`src/design/background_subtract_run_blob_segmenter_core_assert.svh`:
```
// ---------------------------------------------------------------------------
// bsrb assertion macros
// concurrent assertion helpers, compiled out when NO_ASSERTIONS is set
// ---------------------------------------------------------------------------
`ifndef BACKGROUND_SUBTRACT_RUN_BLOB_SEGMENTER_CORE_ASSERT_SVH
`define BACKGROUND_SUBTRACT_RUN_BLOB_SEGMENTER_CORE_ASSERT_SVH

`ifndef NO_ASSERTIONS

// condition holds at every edge outside reset
`define BSRB_ASSERT_ALWAYS(label, clk, rst, cond) \
   label: assert property (@(posedge clk) disable iff (rst) (cond)) \
      else $error("bsrb assertion failed");

// same-cycle implication
`define BSRB_ASSERT_IMPL(label, clk, rst, ante, cons) \
   label: assert property (@(posedge clk) disable iff (rst) (ante) |-> (cons)) \
      else $error("bsrb assertion failed");

// next-cycle implication
`define BSRB_ASSERT_NEXT(label, clk, rst, ante, cons) \
   label: assert property (@(posedge clk) disable iff (rst) (ante) |=> (cons)) \
      else $error("bsrb assertion failed");

`else

`define BSRB_ASSERT_ALWAYS(label, clk, rst, cond)
`define BSRB_ASSERT_IMPL(label, clk, rst, ante, cons)
`define BSRB_ASSERT_NEXT(label, clk, rst, ante, cons)

`endif

`endif

```
`src/design/bsrb_pkg.sv`:
```
// ---------------------------------------------------------------------------
// bsrb package
// shared types, register codes and grey conversion for the segmenter
// ---------------------------------------------------------------------------
`default_nettype none

package bsrb_pkg;

   localparam int PIX_W      = 8;
   localparam int POS_OUT_W  = 10;
   localparam int BLOB_OUT_W = 8;
   localparam int CFG_SIZE_W = 11;
   localparam int CSR_DATA_W = 11;
   localparam int CSR_IDX_W  = 2;

   localparam int DEF_MAX_COLS  = 1024;
   localparam int DEF_MAX_ROWS  = 1024;
   localparam int DEF_MAX_BLOBS = 256;

   // register indexes
   localparam logic [CSR_IDX_W-1:0] CSR_DIFF_THRESHOLD = 2'd0;
   localparam logic [CSR_IDX_W-1:0] CSR_COLUMN_COUNT   = 2'd1;
   localparam logic [CSR_IDX_W-1:0] CSR_ROW_COUNT      = 2'd2;

   // register reset values
   localparam logic [PIX_W-1:0]      RST_DIFF_THRESHOLD = 8'd70;
   localparam logic [CFG_SIZE_W-1:0] RST_COLUMN_COUNT   = 11'd1024;
   localparam logic [CFG_SIZE_W-1:0] RST_ROW_COUNT      = 11'd1024;

   typedef struct packed {
      logic [PIX_W-1:0] bg_red;
      logic [PIX_W-1:0] bg_green;
      logic [PIX_W-1:0] bg_blue;
      logic [PIX_W-1:0] frame_red;
      logic [PIX_W-1:0] frame_green;
      logic [PIX_W-1:0] frame_blue;
   } pixel_pair_type;

   typedef struct packed {
      logic                  foreground;
      logic                  segment_valid;
      logic [POS_OUT_W-1:0]  segment_row;
      logic [POS_OUT_W-1:0]  segment_left;
      logic [POS_OUT_W-1:0]  segment_right;
      logic [BLOB_OUT_W-1:0] blob_index;
      logic                  blob_overflow;
      logic                  frame_end;
   } segment_type;

   // (r+g+b)/3 truncated: reciprocal 683/2048 is exact for sums up to 765
   function automatic logic [PIX_W-1:0] grey_of(input logic [PIX_W-1:0] r,
                                                input logic [PIX_W-1:0] g,
                                                input logic [PIX_W-1:0] b);
      logic [9:0]  sum;
      logic [19:0] prod;
      sum  = 10'(r) + 10'(g) + 10'(b);
      prod = 20'(sum) * 20'd683;
      return prod[18:11];
   endfunction

endpackage

`default_nettype wire

```
`src/design/bsrb_if.sv`:
```
// ---------------------------------------------------------------------------
// bsrb stream interfaces
// valid/ready channels for pixel pairs in and segment results out
// ---------------------------------------------------------------------------
`default_nettype none

interface bsrb_req_if;
   import bsrb_pkg::*;

   logic           valid;
   logic           ready;
   pixel_pair_type payload;

   modport source (output valid, output payload, input ready);
   modport sink   (input valid, input payload, output ready);
endinterface

interface bsrb_rsp_if;
   import bsrb_pkg::*;

   logic        valid;
   logic        ready;
   segment_type payload;

   modport source (output valid, output payload, input ready);
   modport sink   (input valid, input payload, output ready);
endinterface

`default_nettype wire

```
`src/design/background_subtract_run_blob_segmenter_core.sv`:
```
// ---------------------------------------------------------------------------
// background subtract run blob segmenter core
// path: req transfer into the grey stage register, then the result register
// throughput: one pixel per cycle unless rsp stalls, set by grey/run stages
// reset: synchronous, clears valids, positions, run and blob state, registers
// ---------------------------------------------------------------------------
`default_nettype none

`include "background_subtract_run_blob_segmenter_core_assert.svh"

module background_subtract_run_blob_segmenter_core #(
   parameter int MAX_COLS  = bsrb_pkg::DEF_MAX_COLS,
   parameter int MAX_ROWS  = bsrb_pkg::DEF_MAX_ROWS,
   parameter int MAX_BLOBS = bsrb_pkg::DEF_MAX_BLOBS
) (
   input  wire logic                           clock,
   input  wire logic                           reset,
   bsrb_req_if.sink                            req_if,
   bsrb_rsp_if.source                          rsp_if,
   input  wire logic                           csr_wr_en,
   input  wire logic [bsrb_pkg::CSR_IDX_W-1:0]  csr_index,
   input  wire logic [bsrb_pkg::CSR_DATA_W-1:0] csr_wr_data
);
   import bsrb_pkg::*;

   // position and count widths follow the size limits
   localparam int COL_W  = $clog2(MAX_COLS);
   localparam int ROW_W  = $clog2(MAX_ROWS);
   localparam int BLOB_W = $clog2(MAX_BLOBS + 1);
   // width wide enough for both the size registers and the limits
   localparam int CSZ_W  = ($clog2(MAX_COLS + 1) > CFG_SIZE_W) ?
                           $clog2(MAX_COLS + 1) : CFG_SIZE_W;
   localparam int RSZ_W  = ($clog2(MAX_ROWS + 1) > CFG_SIZE_W) ?
                           $clog2(MAX_ROWS + 1) : CFG_SIZE_W;

   localparam logic [CSZ_W-1:0]  COL_LIMIT  = CSZ_W'(MAX_COLS);
   localparam logic [RSZ_W-1:0]  ROW_LIMIT  = RSZ_W'(MAX_ROWS);
   localparam logic [BLOB_W-1:0] BLOB_LIMIT = BLOB_W'(MAX_BLOBS);

   // configuration registers
   logic [PIX_W-1:0]      diff_threshold_ff;
   logic [CFG_SIZE_W-1:0] column_count_ff;
   logic [CFG_SIZE_W-1:0] row_count_ff;

   // grey stage (input register)
   logic             s1_valid_ff, s1_valid_in;
   logic [PIX_W-1:0] s1_grey_bg_ff, s1_grey_fr_ff;

   // run / blob state
   logic [COL_W-1:0]  col_ff, col_in;
   logic [ROW_W-1:0]  row_ff, row_in;
   logic              run_open_ff, run_open_in;
   logic [COL_W-1:0]  run_start_ff, run_start_in;
   logic [BLOB_W-1:0] blob_cnt_ff, blob_cnt_in;
   logic [ROW_W-1:0]  last_seg_row_ff, last_seg_row_in;

   // result register
   logic        rsp_valid_ff, rsp_valid_in;
   segment_type rsp_data_ff, rsp_data_in;

   // handshake
   logic s2_free;
   logic s1_adv;
   logic req_xfer;

   // run stage logic
   logic [PIX_W-1:0]  grey_diff;
   logic              fg;
   logic [CSZ_W-1:0]  cols_eff;
   logic [RSZ_W-1:0]  rows_eff;
   logic              last_col;
   logic              last_row;
   logic              open_now;
   logic [COL_W-1:0]  start_now;
   logic              seg;
   logic [COL_W-1:0]  seg_right;
   logic              new_blob;
   logic              blob_full;
   logic              ovf;
   logic [BLOB_W-1:0] blob_cnt_next;
   logic [BLOB_W-1:0] blob_idx;

   // result slot frees when empty or when its transfer happens this cycle
   assign s2_free       = !rsp_valid_ff || rsp_if.ready;
   assign s1_adv        = s1_valid_ff && s2_free;
   assign req_if.ready  = !s1_valid_ff || s2_free;
   assign req_xfer      = req_if.valid && req_if.ready;

   assign rsp_if.valid   = rsp_valid_ff;
   assign rsp_if.payload = rsp_data_ff;

   // configuration writes
   always_ff @(posedge clock) begin
      if (reset) begin
         diff_threshold_ff <= RST_DIFF_THRESHOLD;
         column_count_ff   <= RST_COLUMN_COUNT;
         row_count_ff      <= RST_ROW_COUNT;
      end else if (csr_wr_en) begin
         case (csr_index)
            CSR_DIFF_THRESHOLD: diff_threshold_ff <= csr_wr_data[PIX_W-1:0];
            CSR_COLUMN_COUNT:   column_count_ff   <= csr_wr_data[CFG_SIZE_W-1:0];
            CSR_ROW_COUNT:      row_count_ff      <= csr_wr_data[CFG_SIZE_W-1:0];
            default: begin
               // unmapped index, write dropped
            end
         endcase
      end
   end

   // grey stage: both pixels reduced to grey on the way in
   assign s1_valid_in = req_xfer ? 1'b1 : (s1_adv ? 1'b0 : s1_valid_ff);

   always_ff @(posedge clock) begin
      if (reset) begin
         s1_valid_ff <= 1'b0;
      end else begin
         s1_valid_ff <= s1_valid_in;
      end
   end

   always_ff @(posedge clock) begin
      if (req_xfer) begin
         s1_grey_bg_ff <= grey_of(req_if.payload.bg_red, req_if.payload.bg_green,
                                  req_if.payload.bg_blue);
         s1_grey_fr_ff <= grey_of(req_if.payload.frame_red, req_if.payload.frame_green,
                                  req_if.payload.frame_blue);
      end
   end

   // run stage
   always_comb begin
      // foreground decision
      grey_diff = (s1_grey_bg_ff > s1_grey_fr_ff) ? (s1_grey_bg_ff - s1_grey_fr_ff)
                                                  : (s1_grey_fr_ff - s1_grey_bg_ff);
      fg        = grey_diff >= diff_threshold_ff;

      // effective frame size, zero acts as one, clipped to the limits
      if (column_count_ff == '0) begin
         cols_eff = CSZ_W'(1);
      end else if (CSZ_W'(column_count_ff) > COL_LIMIT) begin
         cols_eff = COL_LIMIT;
      end else begin
         cols_eff = CSZ_W'(column_count_ff);
      end
      if (row_count_ff == '0) begin
         rows_eff = RSZ_W'(1);
      end else if (RSZ_W'(row_count_ff) > ROW_LIMIT) begin
         rows_eff = ROW_LIMIT;
      end else begin
         rows_eff = RSZ_W'(row_count_ff);
      end
      last_col = CSZ_W'(col_ff) >= (cols_eff - CSZ_W'(1));
      last_row = RSZ_W'(row_ff) >= (rows_eff - RSZ_W'(1));

      // run tracking: a run closes on a background pixel or at row end
      open_now  = run_open_ff || fg;
      start_now = run_open_ff ? run_start_ff : col_ff;
      seg       = open_now && (!fg || last_col);
      seg_right = fg ? col_ff : (col_ff - COL_W'(1));

      // blob assignment: first run or gap of more than one row starts a new blob
      new_blob  = (blob_cnt_ff == '0) ||
                  ({1'b0, row_ff} > ({1'b0, last_seg_row_ff} + (ROW_W + 1)'(1)));
      blob_full = blob_cnt_ff == BLOB_LIMIT;
      ovf       = seg && new_blob && blob_full;
      blob_cnt_next = (seg && new_blob && !blob_full) ? (blob_cnt_ff + BLOB_W'(1))
                                                      : blob_cnt_ff;
      blob_idx  = blob_cnt_next - BLOB_W'(1);

      // result, segment fields zero when no run closed
      rsp_data_in.foreground    = fg;
      rsp_data_in.segment_valid = seg;
      rsp_data_in.segment_row   = seg ? POS_OUT_W'(row_ff) : '0;
      rsp_data_in.segment_left  = seg ? POS_OUT_W'(start_now) : '0;
      rsp_data_in.segment_right = seg ? POS_OUT_W'(seg_right) : '0;
      rsp_data_in.blob_index    = seg ? BLOB_OUT_W'(blob_idx) : '0;
      rsp_data_in.blob_overflow = ovf;
      rsp_data_in.frame_end     = last_col && last_row;

      // next state
      col_in          = col_ff;
      row_in          = row_ff;
      run_open_in     = run_open_ff;
      run_start_in    = run_start_ff;
      blob_cnt_in     = blob_cnt_ff;
      last_seg_row_in = last_seg_row_ff;
      if (s1_adv) begin
         run_start_in    = start_now;
         blob_cnt_in     = blob_cnt_next;
         last_seg_row_in = seg ? row_ff : last_seg_row_ff;
         if (last_col) begin
            col_in      = '0;
            run_open_in = 1'b0;
            if (last_row) begin
               // frame end, counts start over
               row_in          = '0;
               blob_cnt_in     = '0;
               last_seg_row_in = '0;
               run_start_in    = '0;
            end else begin
               row_in = row_ff + ROW_W'(1);
            end
         end else begin
            col_in      = col_ff + COL_W'(1);
            run_open_in = open_now && !seg;
         end
      end

      // result register hand-off
      if (s1_adv) begin
         rsp_valid_in = 1'b1;
      end else if (rsp_if.ready) begin
         rsp_valid_in = 1'b0;
      end else begin
         rsp_valid_in = rsp_valid_ff;
      end
   end

   always_ff @(posedge clock) begin
      if (reset) begin
         col_ff          <= '0;
         row_ff          <= '0;
         run_open_ff     <= 1'b0;
         run_start_ff    <= '0;
         blob_cnt_ff     <= '0;
         last_seg_row_ff <= '0;
         rsp_valid_ff    <= 1'b0;
      end else begin
         col_ff          <= col_in;
         row_ff          <= row_in;
         run_open_ff     <= run_open_in;
         run_start_ff    <= run_start_in;
         blob_cnt_ff     <= blob_cnt_in;
         last_seg_row_ff <= last_seg_row_in;
         rsp_valid_ff    <= rsp_valid_in;
      end
   end

   // result payload, loaded with each transfer out of the run stage
   always_ff @(posedge clock) begin
      if (s1_adv) begin
         rsp_data_ff <= rsp_data_in;
      end
   end

   // segment fields stay clear on results without a finished run
   `BSRB_ASSERT_IMPL(a_no_seg_zero, clock, reset,
      rsp_valid_ff && !rsp_data_ff.segment_valid,
      rsp_data_ff.segment_row == '0 && rsp_data_ff.segment_left == '0 &&
      rsp_data_ff.segment_right == '0 && rsp_data_ff.blob_index == '0 &&
      !rsp_data_ff.blob_overflow)

   // a finished run never ends left of its start
   `BSRB_ASSERT_IMPL(a_seg_order, clock, reset,
      rsp_valid_ff && rsp_data_ff.segment_valid,
      rsp_data_ff.segment_left <= rsp_data_ff.segment_right)

   // overflow only flagged on a segment
   `BSRB_ASSERT_IMPL(a_ovf_needs_seg, clock, reset,
      rsp_valid_ff && rsp_data_ff.blob_overflow,
      rsp_data_ff.segment_valid)

   // last pixel of a frame clears positions and blob count
   `BSRB_ASSERT_NEXT(a_frame_wrap, clock, reset,
      s1_adv && last_col && last_row,
      col_ff == '0 && row_ff == '0 && blob_cnt_ff == '0 && !run_open_ff)

   // blob count saturates at the limit
   `BSRB_ASSERT_ALWAYS(a_blob_cnt_range, clock, reset,
      blob_cnt_ff <= BLOB_LIMIT)

endmodule

`default_nettype wire

```
`src/flat_wrapper.sv`:
```
// flat-port wrapper written by rule: the top's interface ports become plain ports
module background_subtract_run_blob_segmenter_core_flat import bsrb_pkg::*;
#(
   parameter int MAX_COLS  = bsrb_pkg::DEF_MAX_COLS,
   parameter int MAX_ROWS  = bsrb_pkg::DEF_MAX_ROWS,
   parameter int MAX_BLOBS = bsrb_pkg::DEF_MAX_BLOBS
)
  (clock, reset, csr_wr_en, csr_index, csr_wr_data, req_if_valid, req_if_payload, req_if_ready, rsp_if_valid, rsp_if_payload, rsp_if_ready);
  bsrb_req_if req_if_i ();
  bsrb_rsp_if rsp_if_i ();
  input  wire logic clock;
  input  wire logic reset;
  input  wire logic csr_wr_en;
  input  wire logic [bsrb_pkg::CSR_IDX_W-1:0] csr_index;
  input  wire logic [bsrb_pkg::CSR_DATA_W-1:0] csr_wr_data;
  input wire logic [$bits(req_if_i.valid)-1:0] req_if_valid;
  input wire logic [$bits(req_if_i.payload)-1:0] req_if_payload;
  output wire logic [$bits(req_if_i.ready)-1:0] req_if_ready;
  output wire logic [$bits(rsp_if_i.valid)-1:0] rsp_if_valid;
  output wire logic [$bits(rsp_if_i.payload)-1:0] rsp_if_payload;
  input wire logic [$bits(rsp_if_i.ready)-1:0] rsp_if_ready;
  assign req_if_i.valid = req_if_valid;
  assign req_if_i.payload = req_if_payload;
  assign req_if_ready = req_if_i.ready;
  assign rsp_if_valid = rsp_if_i.valid;
  assign rsp_if_payload = rsp_if_i.payload;
  assign rsp_if_i.ready = rsp_if_ready;
  background_subtract_run_blob_segmenter_core #(.MAX_COLS(MAX_COLS), .MAX_ROWS(MAX_ROWS), .MAX_BLOBS(MAX_BLOBS)) u_core (.clock(clock), .reset(reset), .req_if(req_if_i), .rsp_if(rsp_if_i), .csr_wr_en(csr_wr_en), .csr_index(csr_index), .csr_wr_data(csr_wr_data));
endmodule
```
`config.mk`:
```
export PLATFORM = sky130hd
export DESIGN_NAME = background_subtract_run_blob_segmenter_core_flat
export DESIGN_NICKNAME = d
export VERILOG_FILES = /design/src/design/bsrb_pkg.sv /design/src/design/bsrb_if.sv /design/src/design/background_subtract_run_blob_segmenter_core.sv /design/src/flat_wrapper.sv
export VERILOG_INCLUDE_DIRS = /design/src /design/src/design
export SDC_FILE = /design/constraint.sdc
export NUM_CORES = 1
export LEC_CHECK = 0
export BUFFER_PORTS_ARGS = -buffer_cell sky130_fd_sc_hd__buf_4
export CAP_MARGIN = 20
export CELL_PAD_IN_SITES_DETAIL_PLACEMENT = 1
export CELL_PAD_IN_SITES_GLOBAL_PLACEMENT = 1
export CORE_MARGIN = 5
export CORE_UTILIZATION = 45
export DETAILED_ROUTE_END_ITERATION = 8
export GPL_ROUTABILITY_DRIVEN = 0
export GPL_TIMING_DRIVEN = 0
export PLACE_DENSITY = 0.9
export SYNTH_ARGS = -nofsm -noshare
export SYNTH_HDL_FRONTEND = slang
export SYNTH_SLANG_ARGS = --single-unit
```
`constraint.sdc`:
```
create_clock -name clock -period 7.5 [get_ports clock]
set_input_delay 0 -clock clock [delete_from_list [all_inputs] [get_ports clock]]
set_output_delay 0 -clock clock [all_outputs]
set_load 0.01 [all_outputs]
```
==> results.md <==
* Minimum clock period at slightly below 7000 ps
* Post-CTS Setup Bufs at 0
* Layout Nets at 1763
* IO buf count at approximately 110
* Initial antenna violation count at 0
* Synth Warn # at 0
* Worst Setup Start Kind: input port
* Die area at 30400 sq um
* CP max-delay cell: fa_1
* Grt ovf at 0
* DP HPWL at between 20000 and 30000 um
* Hold Vio Cnt, Final at 0
* Routed met3 length at 942 um
* Fill cells at 3049
* Clk_lat worst skew at approximately 440 ps
* Drt first pass iters at 5
* Vias in the first global route at between 10000 and 15000
* Clk_skew at 13.2 ps
* Commonest non-fill, non-tap cell in the layout: ha_1
* Worst path bufs/invs at 6
* CP endpoint kind: flop
* Metal-1 WL at 12800 um
* Htree depth at 4
* Most frequent cells in the layout: 210 x ha_1, 142 x inv_1, 142 x nor2_1
* Fraction of layout cells with a size suffix above 1 at 0.119
* Post-Route WL at 32000 um
* Cell Area, Synth at roughly 12000 sq um
* Met2 WL at 17400 um
* Max-Cap Viols at 0
* Worst slew pin tran at 882 ps
* Worst Hold Class: input port to flop
* DRC at 0
* Area post-placement at about 13000 sq um
* Area share of the largest cell type after synthesis at 0.217
* DR top layer: met4
* Slew Viols, Final at 0
* HP Start: csr_index[1]
* Worst EP required at approximately 7700 ps
* Clk sink count at 140
* Area Growth Syn to Fin at 16.9%
* DRT iter0 DRCs at between 400 and 500
* Sequential fraction of the synthesis area at 0.279
* Via/cell ratio at 5.56
* Outcome: finished, final reports clean
* Finished Cell Area at approximately 14000 sq um
* DIE HEIGHT at 174 um
* Synth Register Bits at 140
* Syn Nets at 1615
* Clock root buffer: clkbuf_16
* Critical path class: input port to flop
* Die width at 174 um
* Largest net degree at the start of global routing at 38
* Cells after Synth at 1297
* Post-route setup TNS at 0 ps
* WP data arrival at 7090 ps
* Io pins at 110
* Final ANT Viol Nets at 0
* FFs w/ async S/R, synth at 0
* Post-route clock period utilization at 0.921
* Main synth FF type: dfxtp_1
* Delay of the slowest critical-path stage at 530 ps
* RSZ-0062 raised after global routing: no
* CP top delay family: adder cells
* ANT cells at 0
* Avg Synthesized Cell Area at 9.36 sq um
* # rows at 60
* Clk buf depth at 2
* Vias after detailed routing at approximately 10000
* Gr usage total at 0.209
* Starting Density at 0.454
* Post-synthesis cell type count at 67
* Max FO, Critical Path at 4
* Fmax at 0.145 GHz
* Worst reg2reg startpoint: u_core.s1_grey_bg_ff[5]
* First-pass GRT wire length at 52800 um
* CTS tree: done
* Core Region at 26700 sq um
* Critical Path Source: req_if_payload[32]
* Setup-failing EPs final at 0
* Rel. slew slack at 0.404
* Average wire per standard cell at 17.8 um
* Total CTS buffers at 17
* Top cells by area, synth: ha_1 22%, edfxtp_1 14%, dfxtp_1 14%
* Leading area contributor after synthesis: ha_1
* Worst-path clk slew at 70 ps
* Post-synth EDFFs at 58
* R2R setup slack at approximately 740 ps
## registers in the layout (all words and copies together), names as in the netlist
| signal | cells |
|---|---|
| u_core.blob_cnt_ff | 9 |
| u_core.col_ff | 10 |
| u_core.column_count_ff | 11 |
| u_core.diff_threshold_ff | 8 |
| u_core.last_seg_row_ff | 10 |
| u_core.row_count_ff | 11 |
| u_core.row_ff | 10 |
| u_core.rsp_if.payload | 42 |
| u_core.rsp_if.valid | 1 |
| u_core.run_open_ff | 1 |
| u_core.run_start_ff | 10 |
| u_core.s1_grey_bg_ff | 8 |
| u_core.s1_grey_fr_ff | 8 |
| u_core.s1_valid_ff | 1 |
## through the flow
stage | std cells | utilization | setup WS [ps] | hold WS (ps)
after floorplan | 1297 | - | 833 | 117
after global placement | 1747 | 0.501 | 50.5 | 244
after detailed placement | 1749 | 0.502 | -355 | 253
after CTS | 1797 | 0.529 | 104 | 3.51
after global routing | 1799 | 0.531 | 92.7 | 38.6
final | 1799 | 0.531 | 591 | 12.4
## path summary, 6_finish.rpt
path	endpoint	cells after the start
hold reg to reg	u_core.run_start_ff[5]	2
hold / removal	u_core.diff_threshold_ff[6]	4
setup reg to reg	u_core.rsp_if.payload[8]	25
setup / recovery	u_core.s1_grey_bg_ff[7]	30
## Yosys cell counts (28+ instances only)
library cell,n
clkbuf_1,28
fa_1,42
edfxtp_1,58
nand2_1,47
inv_1,142
xor2_1,51
ha_1,210
dfxtp_1,82
a21oi_1,68
mux2i_1,39
o21ai_0,28
xnor2_1,60
nor2_1,142
## kinds of logic after synthesis
| logic type | Yosys count | synth area share |
|---|---|---|
| and+or+nand+nor | 347 | 0.139 |
| buffers and inverters | 177 | 0.0554 |
| xor gates and xnor gates | 112 | 0.0815 |
| adders and majority gates | 252 | 0.286 |
| DFF | 140 | 0.279 |
| muxes | 45 | 0.0380 |
| AOI/OAI and AO/OA | 224 | 0.122 |
## routing by layer
layer / track usage / vias up
met4: 0.0739 / 0
met3: 0.0298 / 63
met1: 0.232 / 4904
li1: - / 4820
met5: 0 / -
met2: 0.404 / 209
## worst register-to-register path, stage by stage (launching register included)
cell,delay (ps)
edfxtp_1,410
ha_1,300
clkbuf_1,300
nand3_1,170
o21ai_0,190
a21oi_1,100
a21oi_2,500
mux2_2,420
or2_1,240
a311oi_1,350
xnor2_1,130
ha_1,330
nand3_1,70
nand2_1,70
a41oi_1,60
a21oi_2,560
mux2_4,400
buf_6,160
nor2_1,350
nor2_1,110
nor2_1,120
ha_1,220
nand3_1,90
mux2_2,320
or4_1,410
a21oi_1,220
## layout make-up
type,count,area (sq um),area share
timing repair buffer,129,1020,0.0718
inverter,144,541,0.0381
buffer,33,133,0.00935
sequential,140,3380,0.239
clock inverter,14,123,0.00865
multi-input combinational,980,8120,0.573
tap,341,427,0.0301
clock buffer,18,439,0.0310
## timing repair
action	4_1_cts	5_1_grt
hold buffers	16	0
endpoints found under the setup margin	0	6
hold endpoints to repair	32	0
gates resized for setup	0	6
Power is not shown: default switching activity piles up to over one toggle a cycle in this logic, so the estimate is an artifact.
